$ cat config.mk
export PLATFORM = sky130hd
export DESIGN_NAME = tea_cell
export DESIGN_NICKNAME = d
export VERILOG_FILES = /design/src/hdl/tea_pkg.sv /design/src/hdl/tea_cell.sv
export SDC_FILE = /design/constraint.sdc
export NUM_CORES = 1
export LEC_CHECK = 0
export BUFFER_PORTS_ARGS = -buffer_cell sky130_fd_sc_hd__buf_2
export CORE_ASPECT_RATIO = 1.4
export CORE_MARGIN = 2
export CORE_UTILIZATION = 28
export CTS_CLUSTER_SIZE = 25
export DETAILED_ROUTE_END_ITERATION = 8
export GPL_TIMING_DRIVEN = 0
export RECOVER_POWER = 25
export SLEW_MARGIN = 20
export SYNTH_ARGS = -nofsm -noshare
export SYNTH_HDL_FRONTEND = slang
export SYNTH_SLANG_ARGS = --single-unit
$ cat constraint.sdc
create_clock -name aclk -period 18.61 [get_ports aclk]
set_input_delay 4.6525 -clock aclk [delete_from_list [all_inputs] [get_ports aclk]]
set_output_delay 4.6525 -clock aclk [all_outputs]
set_load 0.05 [all_outputs]
$ cat src/hdl/tea_pkg.sv
// shared types, constants and round function of the tea cipher core
package tea_pkg;

    localparam int ROUNDS_DEF = 32;
    localparam int ROUNDS_MIN = 8;
    localparam int ROUNDS_MAX = 64;

    localparam int WORD_W  = 32;
    localparam int KEY_NUM = 4;
    localparam int ADDR_W  = 3;

    localparam logic [WORD_W-1:0] DELTA = 32'h9E37_79B9;

    // configuration register indexes
    localparam logic [ADDR_W-1:0] REG_KEY0 = 3'd0;
    localparam logic [ADDR_W-1:0] REG_KEY1 = 3'd1;
    localparam logic [ADDR_W-1:0] REG_KEY2 = 3'd2;
    localparam logic [ADDR_W-1:0] REG_KEY3 = 3'd3;

    // operation selector codes
    localparam logic OP_ENCRYPT = 1'b0;
    localparam logic OP_DECRYPT = 1'b1;

    typedef logic [KEY_NUM-1:0][WORD_W-1:0] tea_key_t;

    typedef struct packed {
        logic              op;
        logic [WORD_W-1:0] block_first;
        logic [WORD_W-1:0] block_second;
    } tea_in_t;

    typedef struct packed {
        logic [WORD_W-1:0] out_first;
        logic [WORD_W-1:0] out_second;
    } tea_out_t;

    typedef struct packed {
        logic              valid;
        logic              op;
        logic [WORD_W-1:0] v0;
        logic [WORD_W-1:0] v1;
    } tea_pipe_t;

    function automatic logic [WORD_W-1:0] mix(
        input logic [WORD_W-1:0] v,
        input logic [WORD_W-1:0] s,
        input logic [WORD_W-1:0] ka,
        input logic [WORD_W-1:0] kb
    );
        return ((v << 4) + ka) ^ (v + s) ^ ((v >> 5) + kb);
    endfunction

endpackage

$ cat src/hdl/tea_cell.sv
// one tea cycle as two registered half-rounds, encrypt or decrypt per item
module tea_cell #(
    parameter logic [tea_pkg::WORD_W-1:0] SUM_ENC = tea_pkg::DELTA,
    parameter logic [tea_pkg::WORD_W-1:0] SUM_DEC = tea_pkg::DELTA
) (
    input  logic               aclk,
    input  logic               aresetn,
    input  logic               en,
    input  tea_pkg::tea_key_t  key,
    input  tea_pkg::tea_pipe_t pipe_in,
    output tea_pkg::tea_pipe_t pipe_out
);

    tea_pkg::tea_pipe_t half_reg, half_next;
    tea_pkg::tea_pipe_t full_reg, full_next;

    logic                       dec_a, dec_b;
    logic [tea_pkg::WORD_W-1:0] sum_a, sum_b;
    logic [tea_pkg::WORD_W-1:0] mix_a, mix_b;

    // first half: encrypt updates v0 from v1, decrypt undoes v1 from v0
    always_comb begin
        dec_a = (pipe_in.op == tea_pkg::OP_DECRYPT);
        sum_a = dec_a ? SUM_DEC : SUM_ENC;
        mix_a = dec_a ? tea_pkg::mix(pipe_in.v0, sum_a, key[2], key[3])
                      : tea_pkg::mix(pipe_in.v1, sum_a, key[0], key[1]);
        half_next = pipe_in;
        if (dec_a) begin
            half_next.v1 = pipe_in.v1 - mix_a;
        end else begin
            half_next.v0 = pipe_in.v0 + mix_a;
        end
    end

    // second half: the other word
    always_comb begin
        dec_b = (half_reg.op == tea_pkg::OP_DECRYPT);
        sum_b = dec_b ? SUM_DEC : SUM_ENC;
        mix_b = dec_b ? tea_pkg::mix(half_reg.v1, sum_b, key[0], key[1])
                      : tea_pkg::mix(half_reg.v0, sum_b, key[2], key[3]);
        full_next = half_reg;
        if (dec_b) begin
            full_next.v0 = half_reg.v0 - mix_b;
        end else begin
            full_next.v1 = half_reg.v1 + mix_b;
        end
    end

    always_ff @(posedge aclk) begin
        if (!aresetn) begin
            half_reg.valid <= 1'b0;
            full_reg.valid <= 1'b0;
        end else if (en) begin
            half_reg <= half_next;
            full_reg <= full_next;
        end
    end

    assign pipe_out = full_reg;

endmodule

==> impl_metrics.tcl <==
set metrics [dict create \
    antenna_left 0 \
    p_sw_share_pct 53.9 \
    place_ws_ps 7410 \
    combPwrFrac_pct 81.2 \
    multi_input_area_sq_um 22500 \
    viasPerCell 5.45 \
    r2r_end "pipe_out[30]" \
    antenna_found_initial 22 \
    syn_inst 3306 \
    final_util_pct 31.7 \
    synth_edf_count 130 \
    worst_slack_ps 7610 \
    largest_register_ffs 66 \
    yosysMostFrequentCell "xnor2_1" \
    synth_cell_types 80 \
    p_leak_nw 12.8 \
    slew_headroom_pct -102 \
    holdWs_ps 517 \
    min_period_ps 11000 \
    wl_per_cell_um 23.2 \
    clock_skew_ps 22.2 \
    worst_pin_slew_ps 3030 \
    clk_pin_slew_ps 80 \
    worstSkewPairLatency_ps 490 \
    tritoncts "done" \
    die-height_um 372 \
    cts.sinks 132 \
    regArea_sq_um 3940 \
    grt_max_degree 53 \
    share_seq_of_total_power_pct 11.6 \
    worstHoldStart "pipe_out[65]" \
    synth_fp_nets 3867 \
    drive_above_1_share_pct 10.5 \
    rsz0062_at_grt "no" \
    timing.rr.start "half_reg[6]" \
    synth_top_area_share_pct 18.9 \
    synth_top_flop_cell "edfxtp_1" \
    cts_buffers 17 \
    crit_start "key[35]" \
    place_hpwl_mm 95.3 \
    nets 4148 \
    post_cts_resized 0 \
    design.core.area_sq_um 96300 \
    grtUsageTotal_pct 21.9 \
    p_clk_share_pct 7.2 \
    met1_usage_pct 23.9 \
    start_util_pct 28.1 \
    ios 263 \
    grt_pass1_wl_mm 160 \
    rrSetupSlack_ps 11290 \
    tns_ps 0 \
    synth_seq_cells 132 \
    slew_viol_final 135 \
    gr-total-overflow 0 \
    worstSetupEndpointType "flop" \
    violations "capacitance limit, slew limit" \
    rows 135 \
    finalWirelength_mm 112 \
    min_path_type "reg -> reg" \
    syn_avg_cell_area_sq_um 8.19 \
    cts_hold_buf 0 \
    fill_cells 10419 \
    gr-usage-met2_pct 38.7 \
    globalplace.congestion 0.935 \
    yosys.area.top_type "xnor2_1" \
    cts-root-buf "clkbuf_16" \
    critPathArrivalTime_ps 11160 \
    reg2reg_depth 22 \
    fin_crit_sh_pct 59.1 \
    drtIter0Drc 1801 \
    setup_viol 0 \
    cts_max_path_buffers 2 \
    internal-power_w 0.00227 \
    path_class "in -> reg" \
    fp.dieW_um 267 \
    drcViolationCount 0 \
    start_kind "primary input" \
    fmax_mhz 90.9 \
    netlist_area_sq_um 27100 \
    grt_pass1_vias 24882 \
    port_buffers 260 \
    dr.pass1.iters 5 \
    crit_path_max_fanout 4 \
    status "finished with violations" \
    finalHoldViolations 0 \
    cts.htree.levels 4 \
    peakVddDrop_v 0.0000856 \
    crit_required_ps 18770 \
    cap_violations 3 \
    use_met3_pct 3.28 \
    seq_area_frac_synth_pct 14.6 \
    syn_to_final_growth_pct 12.8 \
    cts_setup_buffers 0 \
    synth.top_cells.by_area "xnor2_1 19%, ha_1 16%, edfxtp_1 14%" \
    async_flop_share_pct 0 \
    grt_busiest_layer "met2" \
    hold_path_end "pipe_out[65]" \
    vias 26400 \
    finalPower_w 0.00492 \
    die-area_sq_um 99200 \
    pwr_density_cell_nw_per_um2 161 \
    ys_warn_count 0 \
    synth_common_cells "585 x xnor2_1, 352 x ha_1, 295 x a21oi_1" \
    p_sw_w 0.00265 \
    min_path_cells 2 \
]
[area by class of cell]
cell class	instances	area share, %
Buffer	57	0.713
Sequential cell	132	12.9
Antenna cell	9	0.0737
Clock buffer	17	1.39
Timing Repair Buffer	262	4.28
Inverter	113	1.39
Clock inverter	15	0.537
Multi-Input combinational cell	3004	73.7
Tap cell	1233	5.05
[cells by family after synthesis]
logic type / Yosys count / share of synthesized area [%]
muxes: 72 / 2.92
AOI/OAI and AO/OA: 1093 / 26.4
buffers and inverters: 170 / 2.37
adders and majority gates: 364 / 17.2
DFF: 132 / 14.6
xor gates and xnor gates: 691 / 22.6
and+or+nand+nor: 784 / 14.0
[metal layers]
metal / up-vias / share of wire, %
met2: 867 / 49
met1: 12451 / 38
met4: 22 / 7.8
li1: 12787 / -
met3: 273 / 5.0
met5: - / 0.13
[power groups by stage]
stage	combinational, W	clock (W)	sequential (W)
2_1_floorplan	0.00273	0	0.000680
3_3_place_gp	0.00393	0	0.000576
3_5_place_dp	0.00394	0	0.000575
4_1_cts	0.00397	0.000367	0.000569
5_1_grt	0.00430	0.000373	0.000577
6_report	0.00400	0.000357	0.000569
[worst max path at each step]
stage / endpoint / slack [ps] / depth (start not counted)
floorplan: half_reg[61] / 8700 / 24
global placement: half_reg[63] / 7520 / 25
detailed placement: pipe_out[30] / 7410 / 23
CTS: pipe_out[30] / 7890 / 23
global route: pipe_out[30] / 7240 / 23
finish: pipe_out[30] / 7610 / 23
[per-stage QoR]
step	area [sq um]	cells
5_1_grt	30500	4836
3_5_place_dp	30000	4801
6_report	30500	4842
3_3_place_gp	29900	4799
2_1_floorplan	27100	3306
4_1_cts	30600	4833
[layout by cell type (no fill, tap or decap), types with 40 or more instances in the layout]
cell	synthesis	routed
nor2_1	199	199
nand2_1	221	221
o21bai_1	48	48
and3_1	40	40
o21ai_0	214	214
nor3_1	58	58
a21oi_1	295	295
nand2b_1	51	51
a21o_1	195	195
o21a_1	85	85
edfxtp_1	130	130
mux2_2	54	54
ha_1	352	352
clkbuf_1	44	48
xor2_1	101	101
xnor2_1	585	585
nor2b_1	40	40
buf_2	0	258
inv_1	111	111
nand3_1	52	52
[worst max-delay path, cell delays in order]
cell and delay (ps):
buf_2 130, ha_1 350, a21oi_1 160, nor2b_1 60, a311oi_1 430, a21oi_1 290
a311oi_1 830, xnor2_1 180, xnor2_1 320, nand2_1 100, o21a_1 180, ha_1 330
o21a_1 120, o21a_1 180, o21ai_0 410, a31o_2 180, o311ai_1 190, o311ai_0 770
a31oi_1 300, or4_1 450, o21ai_0 120, mux2i_1 220, o211ai_1 210
(Power assumes the default switching activity.)
