==> src/hdl/tea_pkg.sv <==
// shared types, constants and round function of the tea cipher core
package tea_pkg;

    localparam int ROUNDS_DEF = 32;
    localparam int ROUNDS_MIN = 8;
    localparam int ROUNDS_MAX = 64;

    localparam int WORD_W  = 32;
    localparam int KEY_NUM = 4;
    localparam int ADDR_W  = 3;

    localparam logic [WORD_W-1:0] DELTA = 32'h9E37_79B9;

    // configuration register indexes
    localparam logic [ADDR_W-1:0] REG_KEY0 = 3'd0;
    localparam logic [ADDR_W-1:0] REG_KEY1 = 3'd1;
    localparam logic [ADDR_W-1:0] REG_KEY2 = 3'd2;
    localparam logic [ADDR_W-1:0] REG_KEY3 = 3'd3;

    // operation selector codes
    localparam logic OP_ENCRYPT = 1'b0;
    localparam logic OP_DECRYPT = 1'b1;

    typedef logic [KEY_NUM-1:0][WORD_W-1:0] tea_key_t;

    typedef struct packed {
        logic              op;
        logic [WORD_W-1:0] block_first;
        logic [WORD_W-1:0] block_second;
    } tea_in_t;

    typedef struct packed {
        logic [WORD_W-1:0] out_first;
        logic [WORD_W-1:0] out_second;
    } tea_out_t;

    typedef struct packed {
        logic              valid;
        logic              op;
        logic [WORD_W-1:0] v0;
        logic [WORD_W-1:0] v1;
    } tea_pipe_t;

    function automatic logic [WORD_W-1:0] mix(
        input logic [WORD_W-1:0] v,
        input logic [WORD_W-1:0] s,
        input logic [WORD_W-1:0] ka,
        input logic [WORD_W-1:0] kb
    );
        return ((v << 4) + ka) ^ (v + s) ^ ((v >> 5) + kb);
    endfunction

endpackage

==> src/hdl/tea_out_buf.sv <==
// output register with one skid entry
module tea_out_buf (
    input  logic              aclk,
    input  logic              aresetn,
    input  logic              in_valid,
    input  tea_pkg::tea_out_t in_data,
    output logic              in_ready,
    output logic              m_valid,
    output tea_pkg::tea_out_t m_data,
    input  logic              m_ready
);

    logic              out_valid_reg, out_valid_next;
    logic              skid_valid_reg, skid_valid_next;
    tea_pkg::tea_out_t out_data_reg, out_data_next;
    tea_pkg::tea_out_t skid_data_reg, skid_data_next;
    logic              pop;

    always_comb begin
        pop             = out_valid_reg && m_ready;
        out_valid_next  = out_valid_reg;
        out_data_next   = out_data_reg;
        skid_valid_next = skid_valid_reg;
        skid_data_next  = skid_data_reg;
        if (skid_valid_reg) begin
            if (pop) begin
                out_data_next   = skid_data_reg;
                skid_valid_next = 1'b0;
            end
        end else if (in_valid) begin
            if (!out_valid_reg || pop) begin
                out_valid_next = 1'b1;
                out_data_next  = in_data;
            end else begin
                skid_valid_next = 1'b1;
                skid_data_next  = in_data;
            end
        end else if (pop) begin
            out_valid_next = 1'b0;
        end
    end

    always_ff @(posedge aclk) begin
        if (!aresetn) begin
            out_valid_reg  <= 1'b0;
            skid_valid_reg <= 1'b0;
        end else begin
            out_valid_reg  <= out_valid_next;
            skid_valid_reg <= skid_valid_next;
        end
        out_data_reg  <= out_data_next;
        skid_data_reg <= skid_data_next;
    end

    assign in_ready = !skid_valid_reg;
    assign m_valid  = out_valid_reg;
    assign m_data   = out_data_reg;

endmodule

==> config.mk <==
export PLATFORM = sky130hd
export DESIGN_NAME = tea_out_buf
export DESIGN_NICKNAME = d
export VERILOG_FILES = /design/src/hdl/tea_pkg.sv /design/src/hdl/tea_out_buf.sv
export SDC_FILE = /design/constraint.sdc
export NUM_CORES = 1
export LEC_CHECK = 0
export CAP_MARGIN = 20
export CORE_MARGIN = 2
export CORE_UTILIZATION = 46
export DETAILED_ROUTE_END_ITERATION = 10
export DONT_BUFFER_PORTS = 1
export GPL_ROUTABILITY_DRIVEN = 0
export HOLD_SLACK_MARGIN = 0.05
export PLACE_DENSITY = 0.71
export SLEW_MARGIN = 20
export SYNTH_ARGS = -nofsm -noshare
export SYNTH_HDL_FRONTEND = slang
export SYNTH_SLANG_ARGS = --single-unit
==> constraint.sdc <==
create_clock -name aclk -period 4.6 [get_ports aclk]
set_clock_uncertainty 0.15 [all_clocks]
set_input_delay 0.46 -clock aclk [delete_from_list [all_inputs] [get_ports aclk]]
set_output_delay 0.46 -clock aclk [all_outputs]
set_load 0.01 [all_outputs]
==> reports/qor.txt, run 1 <==
status -> completed
DIE WIDTH -> 105.8 um
# port buffers -> 0
placed inst area -> 4896 um2
I/O pin count -> 134
crit end category -> flip-flop
most common cell after layout, fill and taps aside -> edfxtp_1
CTS H-Tree Depth -> 4
DRC Markers -> 0
Layout area overhead -> 29.92%
DRT iter0 DRCs -> 128
WL/cell -> 19.01 um
top cells by area, synth -> edfxtp_1 (81%), mux2_2 (13%), mux2_4 (2.2%)
max_cap viols -> 0
Synth Warn # -> 0
Detail Route Antenna Nets -> 0
GRT Util Overall -> 16.06%
Clk Latency, worst-skew pair -> 500 ps
vias in the first global route -> 2358
pre-CTS setup slack -> 1919 ps
Post-Layout Cell Count -> 443
grt met1 use -> 18.74%
met3 usage -> 6.555%
Seq/Total Area, Yosys -> 81.53%
via/cell ratio -> 5.016
post-layout util -> 60.76%
Setup CP Type -> flip-flop to flip-flop
post_cts resized -> 0
synthesized instance count -> 214
Tmin final -> 2664 ps
Final period util -> 57.92%
grt met2 use -> 26.18%
worst hold path type -> flip-flop to flip-flop
total leakage power -> 2.086 nW
fmax -> 375.3 MHz
Post-CTS Setup Bufs -> 0
total power -> 2.997 mW
Detailed Place HPWL -> 4591 um
Hold Worst Slack -> 393.9 ps
fillers -> 743
final hold viol count -> 0
# diodes -> 0
RSZ-0062 raised after global routing -> no
Final Max Tran Viols -> 0
Die Ht -> 105.8 um
placed cell count -> 343
Site Rows -> 37
cell area after synthesis -> 4763 um2
Root Buffer -> clkbuf_8
final WL -> 8421 um
Finish-stage setup viols -> 0
first-pass iteration count of the detailed router -> 4
fin area -> 6188 um2
Critical Path Source Type -> flip-flop
setup ws final -> 1936 ps
Core ar. -> 10180 um2
required time of the critical path -> 4580 ps
largest net degree at the start of global routing -> 70
layout cells sized above 1 -> 30.29%
worst reg2reg setup slack -> 1940 ps
Yosys top cell area share -> 80.69%
post-synth top area cell -> edfxtp_1
Yosys reg bits -> 130
detailed-route via count -> 2222
initial core utilization -> 46.77%
Worst VDD drop -> 0.0002274 V
CTS clk-pin slew, worst paths -> 60 ps
grt peak-use layer -> met2
clock sink count -> 130
Synth Area per Inst -> 22.26 um2
first-pass GRT wire length -> 13250 um
commonest non-fill, non-tap cells in the layout -> edfxtp_1 (128), dlygate4sd3_1 (68), mux2_2 (57)
cts-stage hold buffer count -> 68
pwr dens -> 484.3 nW/um2
slew at the pin with the worst max-slew slack -> 990.3 ps
initial antenna violation count -> 0
die area -> 11190 um2
Setup TNS -> 0 ps
WP data arrival -> 2640 ps
clock buffer count from CTS -> 17
worst rel slew slack -> 33.98%
Max FO, Critical Path -> 69
post-synthesis cell type count -> 16
post-synth net total -> 282
nets -> 362
CTS tree -> yes
Overflow after GRT -> 0
Max clock buf depth -> 2
[critical path, stage by stage (launching register included)]
cell and delay, ps:
dfxtp_4 970, mux2i_1 260, a21oi_4 160, buf_4 680
[routing by layer]
layer	up-vias	routed length, um
li1	1026	-
met1	1104	3438
met2	83	4325
met3	9	552
met4	0	104
met5	-	0
[synthesized netlist by cell type]
library cell / number
mux2i_1: 1
a211oi_1: 1
inv_1: 3
nor2b_1: 1
o21ai_0: 1
nand2_1: 1
a21oi_1: 2
mux2_2: 57
edfxtp_1: 128
buf_2: 5
buf_6: 2
dfxtp_1: 2
mux2_4: 7
and4_1: 1
buf_8: 1
nand3b_1: 1
[power breakdown]
part / internal [mW] / leakage, nW / switching [mW]
clock: 0.924 / 0.293 / 0.461
combinational: 0.0893 / 0.576 / 0.0626
sequential: 1.39 / 1.22 / 0.0664
total: 2.41 / 2.09 / 0.590
[cell type report]
class                   instances  area (um2)  share of cell area, %
clock buffers                  19       421.7                  6.814
clock inverters                13       190.2                  3.073
inverters                       3       11.26                 0.1820
multi-input cells              73       819.5                  13.24
flip-flops and latches        130        3887                  62.82
well taps                     136       170.2                  2.750
repair buffers                 69       688.2                  11.12
[cells by family (layout without fill, tap and decap cells)]
logic type	count (synthesis)	in the layout	share of synthesized area [%]
flops	130	130	81.53
mux	65	65	15.89
buf+inv	11	104	1.550
compound gates	4	4	0.4728
simple gates	4	4	0.5517
[path summary, 6_finish.rpt]
kind / start / endpoint / depth (start not counted)
setup reg to reg: skid_valid_reg$_SDFF_PN0_ / m_data[35]$_DFFE_PP_ / 3
hold reg to reg: skid_data_reg[6]$_DFFE_PP_ / m_data[6]$_DFFE_PP_ / 1
setup / recovery: skid_valid_reg$_SDFF_PN0_ / m_data[35]$_DFFE_PP_ / 3
hold / removal: skid_data_reg[6]$_DFFE_PP_ / m_data[6]$_DFFE_PP_ / 1
No activity file was read; power rests on OpenSTA's default activity.
==> inputs of run 2 (changes only) <==
--- a/config.mk
+++ b/config.mk
@@ -5,6 +5,7 @@
 export SDC_FILE = /design/constraint.sdc
 export NUM_CORES = 1
 export LEC_CHECK = 0
+export ABC_AREA = 1
 export CAP_MARGIN = 20
 export CORE_MARGIN = 2
 export CORE_UTILIZATION = 46
@@ -12,7 +13,7 @@
 export DONT_BUFFER_PORTS = 1
 export GPL_ROUTABILITY_DRIVEN = 0
 export HOLD_SLACK_MARGIN = 0.05
-export PLACE_DENSITY = 0.71
+export PLACE_DENSITY = 0.69
 export SLEW_MARGIN = 20
 export SYNTH_ARGS = -nofsm -noshare
 export SYNTH_HDL_FRONTEND = slang
==> constraint.sdc (replaced) <==
create_clock -name aclk -period 2.65 [get_ports aclk]
set_clock_uncertainty 0.15 [all_clocks]
set_input_delay 0.265 -clock aclk [delete_from_list [all_inputs] [get_ports aclk]]
set_output_delay 0.265 -clock aclk [all_outputs]
set_load 0.01 [all_outputs]
==> run 2 against run 1 <==
Net effect:
- synthesized area is 0.66% higher
- design area stayed put
- largest power group unchanged
- maximum frequency is 42% higher
- cell count is 32% higher
- clock power is 58% higher
- critical path depth is 2 higher
- core utilization is 0.27 points lower
- power is 67% higher
==> reports/qor.txt, run 2 <==
Finish-stage setup viols -> 0 (unchanged)
Logic pwr share -> 5.7% (+0.6 points)
CTS tree -> yes
CP top delay family -> simple AND/OR/NAND/NOR gates
WP buf/inv -> 2 (+1)
Root Buffer -> clkbuf_8
worst rel slew slack -> 54.24% (+20 points)
Synth async-reset ratio -> 0% (unchanged)
Setup CP Type -> flip-flop to flip-flop
first-pass iteration count of the detailed router -> 5 (+1)
worst reg2reg endpoint -> m_data[38]$_DFFE_PP_
WL/cell -> 15.49 um (-19%)
reg2reg path depth -> 5 (+2)
nets -> 503 (+39%)
worst setup path end -> m_data[38]$_DFFE_PP_
Max FO, Critical Path -> 26 (-62%)
Core ar. -> 10230 um2 (+0.45%)
worst reg2reg setup slack -> 770 ps (-1170 ps)
slew at the pin with the worst max-slew slack -> 686.3 ps (-303.9 ps)
commonest non-fill, non-tap cells in the layout -> nand2_1 (199), edfxtp_1 (128), dlygate4sd3_1 (68)
Worst VDD drop -> 0.0003865 V (+70%)
clock power share -> 44.0% (-2.2 points)
Crit Reg-Reg Startpoint -> m_valid$_SDFFE_PN0P_
max_cap viols -> 0 (unchanged)
top cells by count, synth -> nand2_1 (199), edfxtp_1 (128), buf_2 (6), buf_6 (6), nor2_1 (5)
NetSw -> 1.059 mW (+79%)
critical path's slowest cell -> dfxtp_1
crit path launch -> m_valid$_SDFFE_PN0P_
Post-synth EDFFs -> 128 (unchanged)
Layout area overhead -> 29.07%
initial core utilization -> 46.86% (+0.094 points)
fin area -> 6188 um2 (unchanged)
Int Power -> 3.952 mW (+64%)
Detailed Place HPWL -> 5484 um (+19%)
Die Ht -> 106.1 um (+0.32%)
Sw Share -> 21.14% (+1.4 points)
Most used DFF post-synth -> edfxtp_1
post-synth top area cell -> edfxtp_1
# diodes -> 0 (unchanged)
clock sink count -> 130 (unchanged)
placed inst area -> 4946 um2 (+1.0%)
post-synthesis cell type count -> 12 (-4)
clock buffer count from CTS -> 17 (unchanged)
Final Max Tran Viols -> 0 (unchanged)
final WL -> 9029 um (+7.2%)
Yosys top cell area share -> 80.17% (-0.53 points)
Max clock buf depth -> 2 (unchanged)
Yosys reg bits -> 130 (unchanged)
Critical Path Stages -> 5 (+2)
post_cts resized -> 0 (unchanged)
vias in the first global route -> 2750 (+17%)
setup ws final -> 768.4 ps (-1167 ps)
CP cell instances -> inv_1, nand2_1, nand2_1, nor2_4, buf_12
total leakage power -> 2.420 nW (+16%)
fmax -> 531.5 MHz (+42%)
top-count cell post-synth -> nand2_1
detailed-route via count -> 2797 (+26%)
largest net degree at the start of global routing -> 66 (-5.7%)
fillers -> 789 (+6.2%)
most common cell after layout, fill and taps aside -> nand2_1
Seq/Total Area, Yosys -> 81.00% (-0.53 points)
Synth Area per Inst -> 13.47 um2 (-39%)
CP max stage delay -> 440 ps (-530 ps)
post-synth net total -> 424 (+50%)
required time of the critical path -> 2700 ps (-1880 ps)
final hold viol count -> 0 (unchanged)
DIE WIDTH -> 106.1 um (+0.32%)
die area -> 11260 um2 (+0.63%)
pwr dens -> 809.7 nW/um2 (+67%)
RSZ-0062 raised after global routing -> no
worst hold path type -> input pin to flip-flop
CTS H-Tree Depth -> 4 (unchanged)
top cells by area, synth -> edfxtp_1 (80%), nand2_1 (16%), buf_6 (1.4%)
initial antenna violation count -> 0 (unchanged)
first-pass GRT wire length -> 14060 um (+6.1%)
crit-path most repeated cell -> nand2_1
GRT Util Overall -> 16.80% (+0.74 points)
via/cell ratio -> 4.798 (-4.4%)
Flop pwr share -> 50.3% (+1.6 points)
Detail Route Antenna Nets -> 0 (unchanged)
crit end category -> flip-flop
Site Rows -> 37 (unchanged)
Tmin final -> 1882 ps (-782.7 ps)
# port buffers -> 0 (unchanged)
Critical Path Source Type -> flip-flop
Clk Latency, worst-skew pair -> 500 ps (about the same)
pre-CTS setup slack -> 767.5 ps (-1151 ps)
I/O pin count -> 134 (unchanged)
layout cells sized above 1 -> 8.277% (-22 points)
DRT iter0 DRCs -> 106 (-17%)
Synth Warn # -> 0 (unchanged)
status -> completed
CTS clk-pin slew, worst paths -> 60 ps (about the same)
Final period util -> 71.00% (+13 points)
synthesized instance count -> 356 (+66%)
cell area after synthesis -> 4795 um2 (+0.66%)
DRC Markers -> 0 (unchanged)
Overflow after GRT -> 0 (unchanged)
WP data arrival -> 1930 ps (-710 ps)
run 2: cells by family (layout without fill, tap and decap cells):
group	count (synthesis)	after routing	share of synthesized area [%]
flops	130	130	81.00
simple gates	205	205	16.08
buf+inv	20	111	2.818
compound gates	1	1	0.1043
run 2: per-stage QoR:
step,utilization (%),cells,hold slack (ps),power [mW],setup TNS [ps]
after global routing,60.49,583,175.3,5.193,0
final,60.49,583,195.1,5.011,0
after floorplan,-,356,213.9,2.689,-2086
after detailed placement,48.34,484,213.9,2.755,0
after global placement,48.34,484,214.0,2.743,0
after CTS,60.49,583,166.7,5.061,0
run 2: per-layer routing:
layer	part of all wire, %	GRT usage (%)	vias to the layer above
li1	-	-	1359
met1	39	17.65	1311
met2	52	29.40	116
met3	7.0	7.296	11
met4	1.4	7.049	0
met5	0	0	-
run 2: what timing repair did:
action / CTS / global route
hold buffers: 68 / 0
setup buffers: 0 / 0
endpoints found under the hold margin: 130 / 0
setup endpoints to repair: 0 / 0
run 2: layout make-up:
| type | instances | area (um2) | share of cell area [%] |
|---|---|---|---|
| timing repair buffer | 75 | 758.2 | 12.25 |
| multi-input combinational | 206 | 794.5 | 12.84 |
| clock buffer | 18 | 417.9 | 6.753 |
| inverter | 5 | 18.77 | 0.3033 |
| sequential | 130 | 3885 | 62.78 |
| clock inverter | 13 | 143.9 | 2.325 |
| tap | 136 | 170.2 | 2.750 |
run 2: worst min path at each step:
stage	start	cells past startpoint	endpoint	slack, ps
floorplan	in_data[0]	0	skid_data_reg[0]$_DFFE_PP_	210
global placement	in_data[10]	0	skid_data_reg[10]$_DFFE_PP_	210
detailed placement	in_data[35]	0	skid_data_reg[35]$_DFFE_PP_	210
CTS	m_ready	4	m_data[1]$_DFFE_PP_	170
global route	m_ready	4	m_data[1]$_DFFE_PP_	180
finish	m_ready	4	m_data[54]$_DFFE_PP_	200
run 2: power groups by stage:
stage | logic (mW) | clock network, mW | registers [mW]
6_report | 0.288 | 2.20 | 2.52
4_1_cts | 0.288 | 2.25 | 2.52
5_1_grt | 0.323 | 2.34 | 2.53
2_1_floorplan | 0.147 | 0 | 2.54
3_5_place_dp | 0.193 | 0 | 2.56
3_3_place_gp | 0.184 | 0 | 2.56
run 2: worst reg2reg max path: stages (launching register included):
cell and delay [ps]:
dfxtp_1 440, inv_1 90, nand2_1 90, nand2_1 100, nor2_4 440, buf_12 260
